<file path="config.mk">
export PLATFORM = sky130hd
export DESIGN_NAME = rgbi_sync_capture_packer
export DESIGN_NICKNAME = d
export VERILOG_FILES = /design/src/design/rscp_pkg.sv /design/src/design/rscp_regs.sv /design/src/design/rscp_core.sv /design/src/design/rgbi_sync_capture_packer.sv
export VERILOG_INCLUDE_DIRS = /design/src /design/src/design
export SDC_FILE = /design/constraint.sdc
export NUM_CORES = 1
export LEC_CHECK = 0
export BUFFER_PORTS_ARGS = -buffer_cell sky130_fd_sc_hd__buf_2
export CAP_MARGIN = 20
export CORE_MARGIN = 5
export CORE_UTILIZATION = 65
export CTS_CLUSTER_DIAMETER = 150
export CTS_CLUSTER_SIZE = 8
export DETAILED_ROUTE_END_ITERATION = 6
export PLACE_DENSITY = 0.86
export REMOVE_ABC_BUFFERS = 1
export SLEW_MARGIN = 20
export SYNTH_ARGS = -nofsm -noshare
export SYNTH_HDL_FRONTEND = slang
export SYNTH_HIERARCHICAL = 1
export SYNTH_SLANG_ARGS = --single-unit
</file>
<file path="constraint.sdc">
create_clock -name clk -period 14.1 [get_ports clk]
set_input_delay 2.82 -clock clk [delete_from_list [all_inputs] [get_ports clk]]
set_output_delay 2.82 -clock clk [all_outputs]
set_load 0.05 [all_outputs]
</file>
<file path="src/design/rgbi_sync_capture_packer_assert.svh">
// assertion macros used by the capture packer core (rscp_core)
// no dependencies; define NO_ASSERTIONS to compile the checks out
`ifndef RGBI_SYNC_CAPTURE_PACKER_ASSERT_SVH
`define RGBI_SYNC_CAPTURE_PACKER_ASSERT_SVH

`ifndef NO_ASSERTIONS
`define RSCP_ASSERT_SAME(label, clk, rst_n, ante, cons, msg) \
  label: assert property (@(posedge clk) disable iff (!rst_n) (ante) |-> (cons)) \
    else $error(msg);
`define RSCP_ASSERT_NEXT(label, clk, rst_n, ante, cons, msg) \
  label: assert property (@(posedge clk) disable iff (!rst_n) (ante) |=> (cons)) \
    else $error(msg);
`else
`define RSCP_ASSERT_SAME(label, clk, rst_n, ante, cons, msg)
`define RSCP_ASSERT_NEXT(label, clk, rst_n, ante, cons, msg)
`endif

`endif

</file>
<file path="src/design/rscp_pkg.sv">
// shared types, register codes and constants of the capture packer
// no dependencies
package rscp_pkg;

  localparam int MAX_WIDTH_DEF  = 1024;
  localparam int MAX_HEIGHT_DEF = 512;

  localparam int HS_W   = 10;
  localparam int VS_W   = 10;
  localparam int FSL_W  = 12;
  localparam int FW_W   = 11;
  localparam int FH_W   = 10;
  localparam int COL_W  = 12;
  localparam int LINE_W = 11;
  localparam int RUN_W  = 12;
  localparam int ADDR_W = 18;
  localparam int FRM_W  = 4;
  localparam int PADDR_W = 5;
  localparam int PDATA_W = 32;

  localparam logic [HS_W-1:0]  HS_RST  = HS_W'(40);
  localparam logic [VS_W-1:0]  VS_RST  = VS_W'(40);
  localparam logic [FSL_W-1:0] FSL_RST = FSL_W'(250);
  localparam logic [FW_W-1:0]  FW_RST  = FW_W'(640);
  localparam logic [FH_W-1:0]  FH_RST  = FH_W'(288);

  localparam logic [COL_W-1:0]  COL_MAX    = COL_W'(2047);
  localparam logic [COL_W-1:0]  COL_WRAP   = COL_W'(2046);
  localparam logic [LINE_W-1:0] LINE_MAX   = LINE_W'(1023);
  localparam logic [RUN_W-1:0]  RUN_MAX    = RUN_W'(4095);
  localparam logic [RUN_W-1:0]  RUN_LINE   = RUN_W'(5);
  localparam logic [FRM_W-1:0]  FRAMES_MAX = FRM_W'(15);
  localparam logic [FRM_W-1:0]  SWAP_AFTER = FRM_W'(10);

  localparam logic EV_PIXEL = 1'b0;
  localparam logic EV_FRAME = 1'b1;

  typedef enum logic [2:0] {
    REG_HSHIFT  = 3'd0,
    REG_VSHIFT  = 3'd1,
    REG_COMP    = 3'd2,
    REG_FSLEN   = 3'd3,
    REG_FWIDTH  = 3'd4,
    REG_FHEIGHT = 3'd5
  } reg_idx_t;

  typedef struct packed {
    logic [HS_W-1:0]  horizontal_shift;
    logic [VS_W-1:0]  vertical_shift;
    logic             composite_mode;
    logic [FSL_W-1:0] frame_sync_length;
    logic [FW_W-1:0]  frame_width;
    logic [FH_W-1:0]  frame_height;
  } cfg_t;

  typedef struct packed {
    logic              event_kind;
    logic [ADDR_W-1:0] write_address;
    logic [7:0]        pixel_pair;
    logic              swap_buffer;
  } res_t;

endpackage

</file>
<file path="src/design/rscp_regs.sv">
// apb-style configuration registers of the capture packer
// depends on rscp_pkg
module rscp_regs (
  input  logic                         clk,
  input  logic                         rst_n,
  input  logic                         psel,
  input  logic                         penable,
  input  logic                         pwrite,
  input  logic [rscp_pkg::PADDR_W-1:0] paddr,
  input  logic [rscp_pkg::PDATA_W-1:0] pwdata,
  output logic [rscp_pkg::PDATA_W-1:0] prdata,
  output logic                         pready,
  output rscp_pkg::cfg_t               cfg
);
  import rscp_pkg::*;

  cfg_t     cfg_r;
  cfg_t     cfg_nxt;
  reg_idx_t idx;
  logic     wr_en;

  assign pready = 1'b1;
  assign idx    = reg_idx_t'(paddr[PADDR_W-1:2]);
  assign wr_en  = psel && penable && pwrite && pready;
  assign cfg    = cfg_r;

  always_comb begin
    cfg_nxt = cfg_r;
    if (wr_en) begin
      unique case (idx)
        REG_HSHIFT:  cfg_nxt.horizontal_shift  = pwdata[HS_W-1:0];
        REG_VSHIFT:  cfg_nxt.vertical_shift    = pwdata[VS_W-1:0];
        REG_COMP:    cfg_nxt.composite_mode    = pwdata[0];
        REG_FSLEN:   cfg_nxt.frame_sync_length = pwdata[FSL_W-1:0];
        REG_FWIDTH:  cfg_nxt.frame_width       = pwdata[FW_W-1:0];
        REG_FHEIGHT: cfg_nxt.frame_height      = pwdata[FH_W-1:0];
        default:     cfg_nxt = cfg_r;
      endcase
    end
  end

  always_comb begin
    unique case (idx)
      REG_HSHIFT:  prdata = PDATA_W'(cfg_r.horizontal_shift);
      REG_VSHIFT:  prdata = PDATA_W'(cfg_r.vertical_shift);
      REG_COMP:    prdata = PDATA_W'(cfg_r.composite_mode);
      REG_FSLEN:   prdata = PDATA_W'(cfg_r.frame_sync_length);
      REG_FWIDTH:  prdata = PDATA_W'(cfg_r.frame_width);
      REG_FHEIGHT: prdata = PDATA_W'(cfg_r.frame_height);
      default:     prdata = '0;
    endcase
  end

  always_ff @(posedge clk) begin
    if (!rst_n) begin
      cfg_r.horizontal_shift  <= HS_RST;
      cfg_r.vertical_shift    <= VS_RST;
      cfg_r.composite_mode    <= 1'b0;
      cfg_r.frame_sync_length <= FSL_RST;
      cfg_r.frame_width       <= FW_RST;
      cfg_r.frame_height      <= FH_RST;
    end else begin
      cfg_r <= cfg_nxt;
    end
  end

endmodule

</file>
<file path="src/design/rscp_core.sv">
// sync tracking, position counters and pixel pair packing, one sample per fire
// depends on rscp_pkg and rgbi_sync_capture_packer_assert.svh
module rscp_core #(
  parameter int MAX_WIDTH  = rscp_pkg::MAX_WIDTH_DEF,
  parameter int MAX_HEIGHT = rscp_pkg::MAX_HEIGHT_DEF
) (
  input  logic           clk,
  input  logic           rst_n,
  input  rscp_pkg::cfg_t cfg,
  input  logic           fire,
  input  logic [7:0]     sample,
  output logic           res_valid,
  output rscp_pkg::res_t res
);
  import rscp_pkg::*;

`include "rgbi_sync_capture_packer_assert.svh"

  localparam int MW_BITS = $clog2(MAX_WIDTH + 1);
  localparam int MH_BITS = $clog2(MAX_HEIGHT + 1);
  localparam int WCW = (FW_W > MW_BITS) ? FW_W : MW_BITS;
  localparam int HCW = (FH_W > MH_BITS) ? FH_W : MH_BITS;
  localparam logic [WCW-1:0] MAXW_C = WCW'(MAX_WIDTH);
  localparam logic [HCW-1:0] MAXH_C = HCW'(MAX_HEIGHT);

  logic [COL_W-1:0]  col_r, col_nxt, col_inc;
  logic [LINE_W-1:0] line_r, line_nxt, line_adv;
  logic [3:0]        held_r, held_nxt;
  logic [RUN_W-1:0]  run_r, run_nxt, run_inc;
  logic [ADDR_W-1:0] addr_r, addr_nxt, addr_line;
  logic [FRM_W-1:0]  frames_r, frames_nxt;
  logic              attached_r, attached_nxt;

  logic [FW_W-1:0]        width_eff;
  logic [FH_W-1:0]        height_eff;
  logic [FW_W+FH_W-1:0]   line_prod;
  logic                   is_sync;
  logic                   run_hit;
  logic                   frame_end;
  logic                   pix_ok;
  logic                   swap;

  assign width_eff  = (WCW'(cfg.frame_width) < MAXW_C) ? cfg.frame_width : FW_W'(MAX_WIDTH);
  assign height_eff = (HCW'(cfg.frame_height) < MAXH_C) ? cfg.frame_height
                                                          : FH_W'(MAX_HEIGHT);

  assign is_sync  = cfg.composite_mode ? !sample[4] : (sample[5:4] != 2'b11);
  assign col_inc  = (col_r == COL_MAX) ? COL_WRAP : col_r + COL_W'(1);
  assign run_hit  = (run_r == RUN_LINE);
  assign line_adv = (run_hit && line_r != LINE_MAX) ? line_r + LINE_W'(1) : line_r;
  assign run_inc  = (run_r == RUN_MAX) ? run_r : run_r + RUN_W'(1);

  // line start address, half a byte per sample
  assign line_prod = (FW_W+FH_W)'(line_adv[FH_W-1:0]) * (FW_W+FH_W)'(width_eff);
  assign addr_line = line_prod[ADDR_W:1];

  assign frame_end = cfg.composite_mode ? (run_inc >= cfg.frame_sync_length) : !sample[5];
  assign swap      = frames_r > SWAP_AFTER;
  assign pix_ok    = attached_r && !col_inc[COL_W-1] && !line_r[LINE_W-1]
                     && (col_inc[FW_W-1:0] < width_eff)
                     && (line_r[FH_W-1:0] < height_eff);

  always_comb begin
    col_nxt      = col_r;
    line_nxt     = line_r;
    held_nxt     = held_r;
    run_nxt      = run_r;
    addr_nxt     = addr_r;
    frames_nxt   = frames_r;
    attached_nxt = attached_r;
    res_valid    = 1'b0;
    res          = '0;
    if (is_sync) begin
      line_nxt = line_adv;
      run_nxt  = run_inc;
      col_nxt  = ~{2'b00, cfg.horizontal_shift};
      if (run_hit && !line_adv[LINE_W-1] && attached_r) begin
        addr_nxt = addr_line;
      end
      if (frame_end) begin
        line_nxt = ~{1'b0, cfg.vertical_shift};
        if (!line_adv[LINE_W-1]) begin
          res_valid       = 1'b1;
          res.event_kind  = EV_FRAME;
          res.swap_buffer = swap;
          if (swap) begin
            attached_nxt = 1'b1;
          end
          if (frames_r != FRAMES_MAX) begin
            frames_nxt = frames_r + FRM_W'(1);
          end
        end
      end
    end else if (col_inc[0]) begin
      col_nxt = col_inc;
      if (pix_ok) begin
        res_valid         = 1'b1;
        res.event_kind    = EV_PIXEL;
        res.write_address = addr_r;
        res.pixel_pair    = {sample[3:0], held_r};
        addr_nxt          = addr_r + ADDR_W'(1);
      end
    end else begin
      col_nxt  = col_inc;
      run_nxt  = '0;
      held_nxt = sample[3:0];
    end
  end

  always_ff @(posedge clk) begin
    if (!rst_n) begin
      col_r      <= '0;
      line_r     <= '0;
      held_r     <= '0;
      run_r      <= '0;
      addr_r     <= '0;
      frames_r   <= '0;
      attached_r <= 1'b0;
    end else if (fire) begin
      col_r      <= col_nxt;
      line_r     <= line_nxt;
      held_r     <= held_nxt;
      run_r      <= run_nxt;
      addr_r     <= addr_nxt;
      frames_r   <= frames_nxt;
      attached_r <= attached_nxt;
    end
  end

  `RSCP_ASSERT_SAME(a_pixel_needs_buffer, clk, rst_n,
    fire && res_valid && res.event_kind == EV_PIXEL, attached_r,
    "pixel write without an attached buffer")
  `RSCP_ASSERT_NEXT(a_swap_attaches, clk, rst_n,
    fire && res_valid && res.swap_buffer, attached_r,
    "buffer swap did not attach a buffer")
  `RSCP_ASSERT_NEXT(a_frame_rewinds_line, clk, rst_n,
    fire && res_valid && res.event_kind == EV_FRAME, line_r[LINE_W-1],
    "line not rewound after frame end")
  `RSCP_ASSERT_NEXT(a_addr_advances, clk, rst_n,
    fire && res_valid && res.event_kind == EV_PIXEL,
    addr_r == $past(res.write_address) + ADDR_W'(1),
    "write address did not advance after a pixel write")

endmodule

</file>
<file path="src/design/rgbi_sync_capture_packer.sv">
// rgbi capture packer top level: configuration registers, input register, core and result register
// depends on rscp_pkg, rscp_regs and rscp_core
//
// Takes one captured sample byte per cycle and produces at most one result per
// sample: a packed pixel pair with its frame buffer byte address, or a frame
// finished event that may ask for a fresh buffer. A sample is taken into an
// input register, processed by a single pass of logic that updates the sync and
// position state once the output register can take its result, and any result
// lands in an output register that drives the out_ ports. Throughput is one
// sample per cycle; the only stall is a full output register that is not being
// taken. No clearing pass follows reset. The user must write configuration
// registers over the apb-style port only while no sample is in flight; the
// block itself does not enforce it.
module rgbi_sync_capture_packer #(
  parameter int MAX_WIDTH  = rscp_pkg::MAX_WIDTH_DEF,
  parameter int MAX_HEIGHT = rscp_pkg::MAX_HEIGHT_DEF
) (
  input  logic                          clk,
  input  logic                          rst_n,
  input  logic                          in_valid,
  output logic                          in_ready,
  input  logic [7:0]                    in_sample_byte,
  output logic                          out_valid,
  input  logic                          out_ready,
  output logic                          out_event_kind,
  output logic [rscp_pkg::ADDR_W-1:0]   out_write_address,
  output logic [7:0]                    out_pixel_pair,
  output logic                          out_swap_buffer,
  input  logic                          psel,
  input  logic                          penable,
  input  logic                          pwrite,
  input  logic [rscp_pkg::PADDR_W-1:0]  paddr,
  input  logic [rscp_pkg::PDATA_W-1:0]  pwdata,
  output logic [rscp_pkg::PDATA_W-1:0]  prdata,
  output logic                          pready
);
  import rscp_pkg::*;

  cfg_t       cfg;
  res_t       res;
  logic       res_valid;
  logic       in_valid_r, in_valid_nxt;
  logic [7:0] in_sample_r;
  logic       out_valid_r, out_valid_nxt;
  res_t       out_res_r;
  logic       advance;

  rscp_regs u_regs (
    .clk     (clk),
    .rst_n   (rst_n),
    .psel    (psel),
    .penable (penable),
    .pwrite  (pwrite),
    .paddr   (paddr),
    .pwdata  (pwdata),
    .prdata  (prdata),
    .pready  (pready),
    .cfg     (cfg)
  );

  rscp_core #(
    .MAX_WIDTH  (MAX_WIDTH),
    .MAX_HEIGHT (MAX_HEIGHT)
  ) u_core (
    .clk       (clk),
    .rst_n     (rst_n),
    .cfg       (cfg),
    .fire      (advance),
    .sample    (in_sample_r),
    .res_valid (res_valid),
    .res       (res)
  );

  // the held sample moves on whenever the result register can take its result
  assign advance  = in_valid_r && (!out_valid_r || out_ready);
  assign in_ready = !in_valid_r || advance;

  always_comb begin
    in_valid_nxt = in_valid_r;
    if (in_valid && in_ready) begin
      in_valid_nxt = 1'b1;
    end else if (advance) begin
      in_valid_nxt = 1'b0;
    end
  end

  always_comb begin
    out_valid_nxt = out_valid_r;
    if (advance) begin
      out_valid_nxt = res_valid;
    end else if (out_ready) begin
      out_valid_nxt = 1'b0;
    end
  end

  always_ff @(posedge clk) begin
    if (!rst_n) begin
      in_valid_r  <= 1'b0;
      out_valid_r <= 1'b0;
    end else begin
      in_valid_r  <= in_valid_nxt;
      out_valid_r <= out_valid_nxt;
    end
  end

  always_ff @(posedge clk) begin
    if (in_valid && in_ready) begin
      in_sample_r <= in_sample_byte;
    end
    if (advance && res_valid) begin
      out_res_r <= res;
    end
  end

  assign out_valid         = out_valid_r;
  assign out_event_kind    = out_res_r.event_kind;
  assign out_write_address = out_res_r.write_address;
  assign out_pixel_pair    = out_res_r.pixel_pair;
  assign out_swap_buffer   = out_res_r.swap_buffer;

endmodule
</file>
# [Word-level counts from Yosys, hierarchy flattened]
# Index checks and enable logic that the tools add are counted.
[classes] n_mux=28 n_reduce_logical=40 n_eq_ne=13 n_lt_le_gt_ge=6 bitwise_logic=7 add_sub_neg=5 n_mul=1
[op_table] operator="two-way mux 18 bit" count=4
[op_table] operator="case mux 12 bit (6 select lines)" count=1
[op_table] operator="two-way mux 12 bit" count=5
[op_table] operator="two-way mux 11 bit" count=3
[op_table] operator="two-way mux 27 bit" count=1
[op_table] operator="two-way mux 26 bit" count=1
[op_table] operator="adder 12 x 1 -> 12 bit, second input constant" count=2
[op_table] operator="multiplier 10 x 11 -> 19 bit" count=1
[op_table] operator="adder 18 x 1 -> 18 bit, second input constant" count=1
[op_table] operator="AND reduction 2 bit" count=8
[op_table] operator="equality test 12 x 11 -> 1 bit, second input constant" count=1
[op_table] operator="equality test 12 bit, second input constant" count=1
[op_table] operator="equality test 12 x 3 -> 1 bit, second input constant" count=1
[op_table] operator="greater-or-equal comparator 12 bit" count=1
[op_table] operator="logical AND 1 bit" count=12
[op_table] operator="two-way mux 1 bit" count=12
[op_table] operator="NOT 10 -> 12 bit" count=1
[op_table] operator="adder 11 x 1 -> 11 bit, second input constant" count=1
[op_table] operator="< comparator 11 bit" count=1
[op_table] operator="< comparator 11 bit, second input constant" count=1
[op_table] operator="inequality test 11 x 10 -> 1 bit, second input constant" count=1
[op_table] operator="NOT 10 -> 11 bit" count=1
[op_table] operator="< comparator 10 bit" count=1
[op_table] operator="< comparator 10 bit, second input constant" count=1
[op_table] operator="17 further kinds" count=37
[totals] out_inout_bits=63 wordCells=120 ff_bits=152 input_bits=52

# [Longest topological paths before layout]
# Gate-level depths: netlist of the first run.
[logic_depth] depth_word=11 mapped_depth=30 ltp_nobuf=29

# [By module]
# Netlist of the first run, hierarchy kept.
[by_module_without_submodules] module="rscp_core" area_per_inst_um2=8072.7 n_inst=1 seq_area_each_um2=1241.2 cells_per_inst=1022
[by_module_without_submodules] module="rscp_regs" area_per_inst_um2=2733.9 n_inst=1 seq_area_each_um2=1081.0 cells_per_inst=290
[by_module_without_submodules] module="rgbi_sync_capture_packer" area_per_inst_um2=1193.6 n_inst=1 seq_area_each_um2=1121.1 cells_per_inst=49

# [Worst setup path after synthesis of the first run]
# OpenSTA, ideal clock, no wires.
[synth_path] path_type="input-to-output" startpoint="input paddr[2] (netlist bit)" endpoint="output prdata[0] (netlist bit)" t_required_ns=11.280 path_stages=4 arrival_ns=4.442 path_buffers=2 setup_slack_ns=6.838 path_cell_list="buf_4 -> buf_4 -> mux2i_1 -> o31ai_1"
[synth_via] elab_chain_len=2 elab_cells_between_ends=7 cone_classes="eq/ne (5); mux (1); reduce/logical (1)"
[synth_lines] item="start: declaration" line_no="rgbi_sync_capture_packer.sv:32" rtl="input logic [rscp_pkg::PADDR_W-1:0] paddr,"
[synth_lines] item="equality test 3 bit, or another cell as far along" line_no="rscp_regs.sv:43" rtl="unique case (idx)"
[synth_lines] item="case mux 12 bit (6 select lines) *" line_no="rscp_regs.sv:43"
[synth_lines] item="end: declaration" line_no="rgbi_sync_capture_packer.sv:34" rtl="output logic [rscp_pkg::PDATA_W-1:0] prdata,"
# Mark *: on every way between the ends. The rest lies on a longest branch, timed or not.

# [Worst setup path in the final report of the first run]
[layout_path] startpoint="register u_core.run_r[0]" endpoint="register u_core.addr_r[14]"
[layout_via] elab_chain_len=8 elab_cells_between_ends=11 cone_classes="mul (1); eq/ne (2); mux (3); reduce/logical (5)"
[layout_lines] item="start: declaration" line_no="rscp_core.sv:29" rtl="logic [RUN_W-1:0] run_r, run_nxt, run_inc;"
[layout_lines] item="start signal: assignment" line_no="rscp_core.sv:123" rtl="run_r <= run_nxt;"
[layout_lines] item="equality test 12 x 3 -> 1 bit *" line_no="rscp_core.sv:49" rtl="assign run_hit = (run_r == RUN_LINE);"
[layout_lines] item="parallel branches: the longest is 7 deep, another holds multiplier 10 x 11 -> 19 bit"
[layout_lines] item="end signal: assignment" line_no="rscp_core.sv:124" rtl="addr_r <= addr_nxt;"
[layout_lines] item="end: declaration" line_no="rscp_core.sv:30" rtl="logic [ADDR_W-1:0] addr_r, addr_nxt, addr_line;"
# Every way passes the cells marked *. The select of a mux whose other input is x is not followed.
# A chain may end at the register's enable or synchronous reset.

==> qor.yml, run 1 <==
pwr:
  cellLeakagePower_nw: 5.86
  ir_worst_vdd_v: 0.000157
  power_density_nw_per_um2: 82.4
  finalPower_mw: 1.06
critical_path:
  cp_top_family: "adder cells"
  cp_slowest_cell: "xnor2_1"
  worstSetupPathType: "reg -> reg"
  path_cells: "ha_1 > nor4b_2 > nand3_1 > or3_1 > xnor2_1 > nand2_1 > fa_1 > inv_1 > fa_1 > ha_1 > fa_1 > inv_1 > fa_1 > inv_1 > ha_1 > a2111oi_0 > o311ai_1 > o41ai_2 > o21ai_1 > xor2_1 > a22oi_1 > o21ai_1 > and2_1"
  endpoint_kind: "flip-flop"
  crit_top_cell: "fa_1"
  cp_max_fo: 11
  slowest_delay_ns: 0.77
  cp.arrival_ns: 7.89
  startpoint_type: "flip-flop"
  worstPathRequired_ns: 14.42
  critPathBufInv: 3
clocking:
  htreeDepth: 4
  cts_tree: "built"
  cts_hold_buf: 0
  root_buffer: "clkbuf_16"
  clk_latency_ns: 0.43
  cts.clk_slew.worst_paths_ns: 0.06
  post_cts_buffers: 0
  clk_path_buf_depth: 2
  cts.repair.resized: 0
  cts_sinks: 152
  cts_buffers: 17
finish:
  fin_nets: 1592
  fin_cells: 1628
  syn_to_final_growth_pct: 7.29
  final_layout_size_suffix_gt1_share_pct: 11.8
  num_antenna_cells: 0
  multi_input_area_um2: 7740
  seq_area_um2: 3380
  num-fill-cells: 1330
hold_path:
  hold_path_class: "reg -> reg"
drt:
  antenna_left: 0
  totalWireLength_um: 29700
  viasPerCell: 6.28
  drc: 0
  detail_route.wl_per_cell_um: 18.3
  num_vias: 10200
  drt_iter0_drc: 893
  firstDrtPassIters: 5
yosys:
  synthesis.area_um2: 11900
  synthCells: 1359
  synth.avg_cell_area_um2: 8.79
  yosysWarnings: 6
die:
  fp.coreArea_um2: 18000
  die_area_um2: 21200
  io_pins: 115
  start_util_pct: 66.2
  die_h_um: 146
  std_cell_rows: 49
  die_w_um: 146
job:
  drv_cap: 0
sta:
  grt_setup_unrepaired: "no"
  fmax_mhz: 132
  setup_viol: 0
  hold_ws_ns: 0.478
  finalHoldViolations: 0
  min_period_ns: 7.56
  slew_headroom_pct: 29.3
  fin_worst_skew_ns: 0.00893
  fin_crit_sh_pct: 53.6
  slew_violations: 0
  fin_setup_tns_ns: 0
  worstMarginPinSlew_ns: 1.06
place:
  portBuffers: 69
  dpl.hpwl_um: 21800
  placed_cells: 1596
  gp_congestion: 0.954
grt:
  track_usage_pct: 27.6
  grt_pass1_wl_um: 49000
  grt_max_degree: 62
  grt_overflow_total: 0
  grt_pass1_vias: 10100
  antenna_found_initial: 0
status:
  status: "finished clean"
[flip-flops by register name, summed over array words and instances (netlist names)]
register           count
out_write_address     18
in_sample_r            6
u_core/held_r          4
out_swap_buffer        1
u_core/attached_r      1
out_pixel_pair         8
u_core/frames_r        4
u_core/col_r          12
in_valid_r             1
u_core/run_r          12
u_core/line_r         11
u_regs/cfg            54
u_core/addr_r         18
out_event_kind         1
out_valid              1
[final timing paths]
kind / from / depth (start not counted) / end / slack, ns
max: u_core/run_r[0]$_SDFFE_PN0P_ / 23 / u_core/addr_r[14]$_SDFFE_PN0P_ / 6.54
min: u_regs/cfg[15]$_SDFFE_PN0P_ / 2 / u_regs/cfg[15]$_SDFFE_PN0P_ / 0.48
max reg2reg: u_core/run_r[0]$_SDFFE_PN0P_ / 23 / u_core/addr_r[14]$_SDFFE_PN0P_ / 6.54
min reg2reg: u_regs/cfg[15]$_SDFFE_PN0P_ / 2 / u_regs/cfg[15]$_SDFFE_PN0P_ / 0.48
[layout by cell type, fill, tap and decap left out, drive strengths merged, types with 18 or more instances in the layout]
cell,count
nor2b,27
nand2,151
nor2,152
fa,69
nand3,43
clkbuf,21
mux2,18
a22oi,27
mux2i,57
edfxtp,34
conb,21
a21oi,61
ha,85
inv,111
xnor2,27
o21ai,52
and3,39
dfxtp,118
buf,79
[cell type report]
cell class	count	share of cell area (%)
Clock inverter	11	0.859
Clock buffer	21	3.67
Inverter	107	3.14
Sequential cell	152	26.4
Tap cell	229	2.24
Multi-Input combinational cell	1029	60.4
Timing Repair Buffer	79	3.28
[per-stage QoR]
| step | setup WS (ns) | utilization [%] | instance area [µm²] |
|---|---|---|---|
| after detailed placement | 6.60 | 67.8 | 12200 |
| after global routing | 5.99 | 71.1 | 12800 |
| final | 6.54 | 71.1 | 12800 |
| after global placement | 6.72 | 67.8 | 12200 |
| after CTS | 6.59 | 71.0 | 12800 |
| after floorplan | 7.11 | - | 11500 |
[metal layers]
layer  vias to the layer above  wire, µm  track usage [%]
met4                         0      1170             12.5
met2                       550     14400             46.6
met5                         -         0                0
met3                        96      2300             4.61
met1                      4859     11900             34.9
li1                       4712         -                -
[power breakdown]
group | switching [mW] | internal, mW
clock | 0.194 | 0.260
sequential | 0.00939 | 0.453
combinational | 0.0973 | 0.0418
total | 0.301 | 0.755
[worst min-delay path: cells and delay by family, from the launching register on]
family / cells / cell delay [ns]
flip-flops: 1 / 0.32
multiplexers: 1 / 0.05
AND/OR/NAND/NOR: 1 / 0.05
Note: power is estimated with default switching activity, not from simulation.
==> run 2: changes to the inputs <==
--- a/config.mk
+++ b/config.mk
@@ -6,14 +6,15 @@
 export SDC_FILE = /design/constraint.sdc
 export NUM_CORES = 1
 export LEC_CHECK = 0
+export ABC_AREA = 1
 export BUFFER_PORTS_ARGS = -buffer_cell sky130_fd_sc_hd__buf_2
 export CAP_MARGIN = 20
 export CORE_MARGIN = 5
-export CORE_UTILIZATION = 65
+export CORE_UTILIZATION = 55
 export CTS_CLUSTER_DIAMETER = 150
 export CTS_CLUSTER_SIZE = 8
 export DETAILED_ROUTE_END_ITERATION = 6
-export PLACE_DENSITY = 0.86
+export PLACE_DENSITY = 0.78
 export REMOVE_ABC_BUFFERS = 1
 export SLEW_MARGIN = 20
 export SYNTH_ARGS = -nofsm -noshare
==> constraint.sdc (replaced) <==
create_clock -name clk -period 6.95 [get_ports clk]
set_input_delay 1.39 -clock clk [delete_from_list [all_inputs] [get_ports clk]]
set_output_delay 1.39 -clock clk [all_outputs]
set_load 0.05 [all_outputs]
==> run 2 against run 1 <==
Compared with the run above: register-to-register slack got worse by 6.1 ns; critical endpoint is now u_core/addr_r[11]$_SDFFE_PN0P_; non-clock buffer count increased by 16; final cell count increased by 30%; routed wire length increased by 10%; largest cell class unchanged.
==> qor.yml, run 2 <==
drt:
  firstDrtPassIters: 6  # +1
  wl_met2_um: 15600  # +8.6%
  viasPerCell: 5.56  # -11%
  antenna_left: 0  # unchanged
  num_vias: 11800  # +15%
  drt_iter0_drc: 1250  # +40%
  wl_met3_um: 2620  # +14%
  drc: 0  # unchanged
  top_layer_used: "met4"
  totalWireLength_um: 32800  # +10%
  detail_route.wl_per_cell_um: 15.5  # -15%
  met1_length_um: 13500  # +13%
finish:
  multi_input_area_um2: 7860  # +1.6%
  syn_to_final_growth_pct: 9.27
  fin_nets: 2024  # +27%
  layout_common_cells: "nand2_1, nor2_1, inv_1"
  fin_cells: 2116  # +30%
  seq_area_um2: 3380  # unchanged
  final_layout_size_suffix_gt1_share_pct: 11.0  # -0.76 points
  num_antenna_cells: 0  # unchanged
  largest_reg_flops: 54  # unchanged
  final_common_cell: "nand2_1"
  num-fill-cells: 2066  # +55%
sta:
  fmax_mhz: 154  # +16%
  slew_headroom_pct: 24.7  # -4.7 points
  fin_worst_skew_ns: 0.0132  # +0.00427 ns
  worstMarginPinSlew_ns: 1.13  # +0.0747 ns
  slew_violations: 0  # unchanged
  min_period_ns: 6.50  # -1.07 ns
  finalHoldViolations: 0  # unchanged
  setup_viol: 0  # unchanged
  grt_setup_unrepaired: "no"
  fin_crit_sh_pct: 93.5  # +40 points
  hold_ws_ns: 0.460  # -0.0181 ns
  fin_setup_tns_ns: 0  # unchanged
clocking:
  clk_latency_ns: 0.43  # about the same
  root_buffer: "clkbuf_16"
  cts_buffers: 17  # unchanged
  clk_path_buf_depth: 2  # unchanged
  cts_tree: "built"
  htreeDepth: 4  # unchanged
  cts.clk_slew.worst_paths_ns: 0.08  # +0.02 ns
  cts_sinks: 152  # unchanged
  cts_hold_buf: 0  # unchanged
yosys:
  synthCells: 1757  # +29%
  synth.avg_cell_area_um2: 7.14  # -19%
  yosysWarnings: 6  # unchanged
  synthesis.area_um2: 12500  # +5.1%
place:
  portBuffers: 69  # unchanged
  placed_cells: 2079  # +30%
  gp_congestion: 0.957  # +0.31%
  dpl.hpwl_um: 24800  # +14%
critical_path:
  timing.rr.end: "u_core/addr_r[11]$_SDFFE_PN0P_"
  cp_slowest_cell: "fa_1"
  startpoint_type: "flip-flop"
  cp.arrival_ns: 6.82  # -1.07 ns
  crit_start: "u_core/line_r[0]$_SDFFE_PN0P_"
  cp_max_fo: 5  # -6
  worstPathRequired_ns: 7.27  # -7.15 ns
  critPathBufInv: 9  # +6
  slowest_delay_ns: 0.55  # -0.22 ns
  worstSetupPathType: "reg -> reg"
  reg2reg_setup_slack_ns: 0.45  # -6.08 ns
  r2r_cells: 32  # +39%
  cp_top_family: "adder cells"
  endpoint_kind: "flip-flop"
  rr_startpoint: "u_core/line_r[0]$_SDFFE_PN0P_"
grt:
  track_usage_pct: 25.3  # -2.4 points
  grt_pass1_vias: 11100  # +10%
  grt_pass1_wl_um: 53900  # +10%
  grt_overflow_total: 0  # unchanged
  antenna_found_initial: 0  # unchanged
  grt_max_degree: 82  # +32%
pwr:
  pwr-share-clk_pct: 45.3  # +2.2 points
  power.internal_mw: 1.58  # +110%
  power_density_nw_per_um2: 165  # +100%
  cellLeakagePower_nw: 6.51  # +11%
  pwr-share-comb_pct: 13.3  # about the same
  p_switching_mw: 0.682  # +130%
  finalPower_mw: 2.26  # +110%
  ir_worst_vdd_v: 0.000155  # -0.98%
  swShare_pct: 30.2  # +1.7 points
  seqPwrFrac_pct: 41.4  # -2.4 points
hold_path:
  hold_end: "u_core/held_r[0]$_SDFFE_PN0P_"
  hold_path_class: "reg -> reg"
  holdPathStages: 2  # unchanged
  hp-start: "u_core/held_r[0]$_SDFFE_PN0P_"
status:
  status: "finished clean"
job:
  drv_cap: 0  # unchanged
die:
  die_h_um: 161  # +11%
  std_cell_rows: 55  # +12%
  fp.coreArea_um2: 22600  # +25%
  start_util_pct: 55.6  # -11 points
  die_area_um2: 25900  # +22%
  io_pins: 115  # unchanged
  die_w_um: 161  # +11%
## run 2: changes by cell type in the layout (fill, tap and decap cells not counted), sizes merged, moves of 16 or more
cell	before	now
a21oi	61	110
a22oi	27	0
and3	39	0
buf	79	95
inv	111	249
mux2	18	0
mux2i	57	0
nand2	151	436
nand2b	16	0
nand3	43	112
nor2	152	305
nor2b	27	0
xnor2	27	7
## run 2: layout make-up
cell class                      count  share of cell area (%)
Timing Repair Buffer               95                    3.94
Multi-Input combinational cell   1308                    57.3
Tap cell                          285                    2.60
Inverter                          244                    6.68
Sequential cell                   152                    24.7
Clock inverter                     14                    1.47
Clock buffer                       18                    3.29
## run 2: worst max path at each step
stage                                           to  slack (ns)  cells past startpoint
floorplan           u_core/addr_r[11]$_SDFFE_PN0P_        0.96                     31
global placement    u_core/addr_r[11]$_SDFFE_PN0P_        0.53                     32
detailed placement  u_core/addr_r[11]$_SDFFE_PN0P_        0.43                     32
CTS                 u_core/addr_r[11]$_SDFFE_PN0P_        0.42                     32
global route        u_core/addr_r[11]$_SDFFE_PN0P_        0.03                     32
finish              u_core/addr_r[11]$_SDFFE_PN0P_        0.45                     32
## run 2: power groups by stage
stage / Sequential [mW] / Combinational, mW / Clock, mW
CTS: 0.935 / 0.296 / 1.03
finish: 0.936 / 0.301 / 1.02
floorplan: 0.967 / 0.191 / 0
global route: 0.938 / 0.333 / 1.08
global placement: 0.955 / 0.287 / 0
detailed placement: 0.956 / 0.293 / 0
## run 2: worst reg2reg max path: cells and delay by family (launching register included)
kind,cells,cell delay (ns)
adders and majority gates,7,3.19
AOI/OAI and AO/OA,1,0.12
DFF,1,0.36
and+or+nand+nor,14,1.84
buffers and inverters,9,0.78
xor gates and xnor gates,1,0.11
## run 2: repair_timing
action | in CTS | in global routing
endpoints found under the setup margin | 0 | 4
endpoints found under the hold margin | 0 | 0
buffers inserted | 0 | 5
gates resized for setup | 0 | 3
## run 2: metal layers
metal / vias up / track usage (%)
li1: 5646 / -
met1: 5508 / 33.2
met2: 530 / 42.7
met3: 78 / 4.18
met4: 0 / 8.53
met5: - / 0
## run 2: stage by stage
| step | cell area, µm² | worst slack, ns | utilization, % |
|---|---|---|---|
| detailed placement | 13000 | 0.427 | 57.7 |
| finish | 13700 | 0.455 | 60.7 |
| floorplan | 12200 | 0.965 | - |
| global route | 13700 | 0.0257 | 60.7 |
| CTS | 13700 | 0.419 | 60.5 |
| global placement | 13000 | 0.528 | 57.7 |
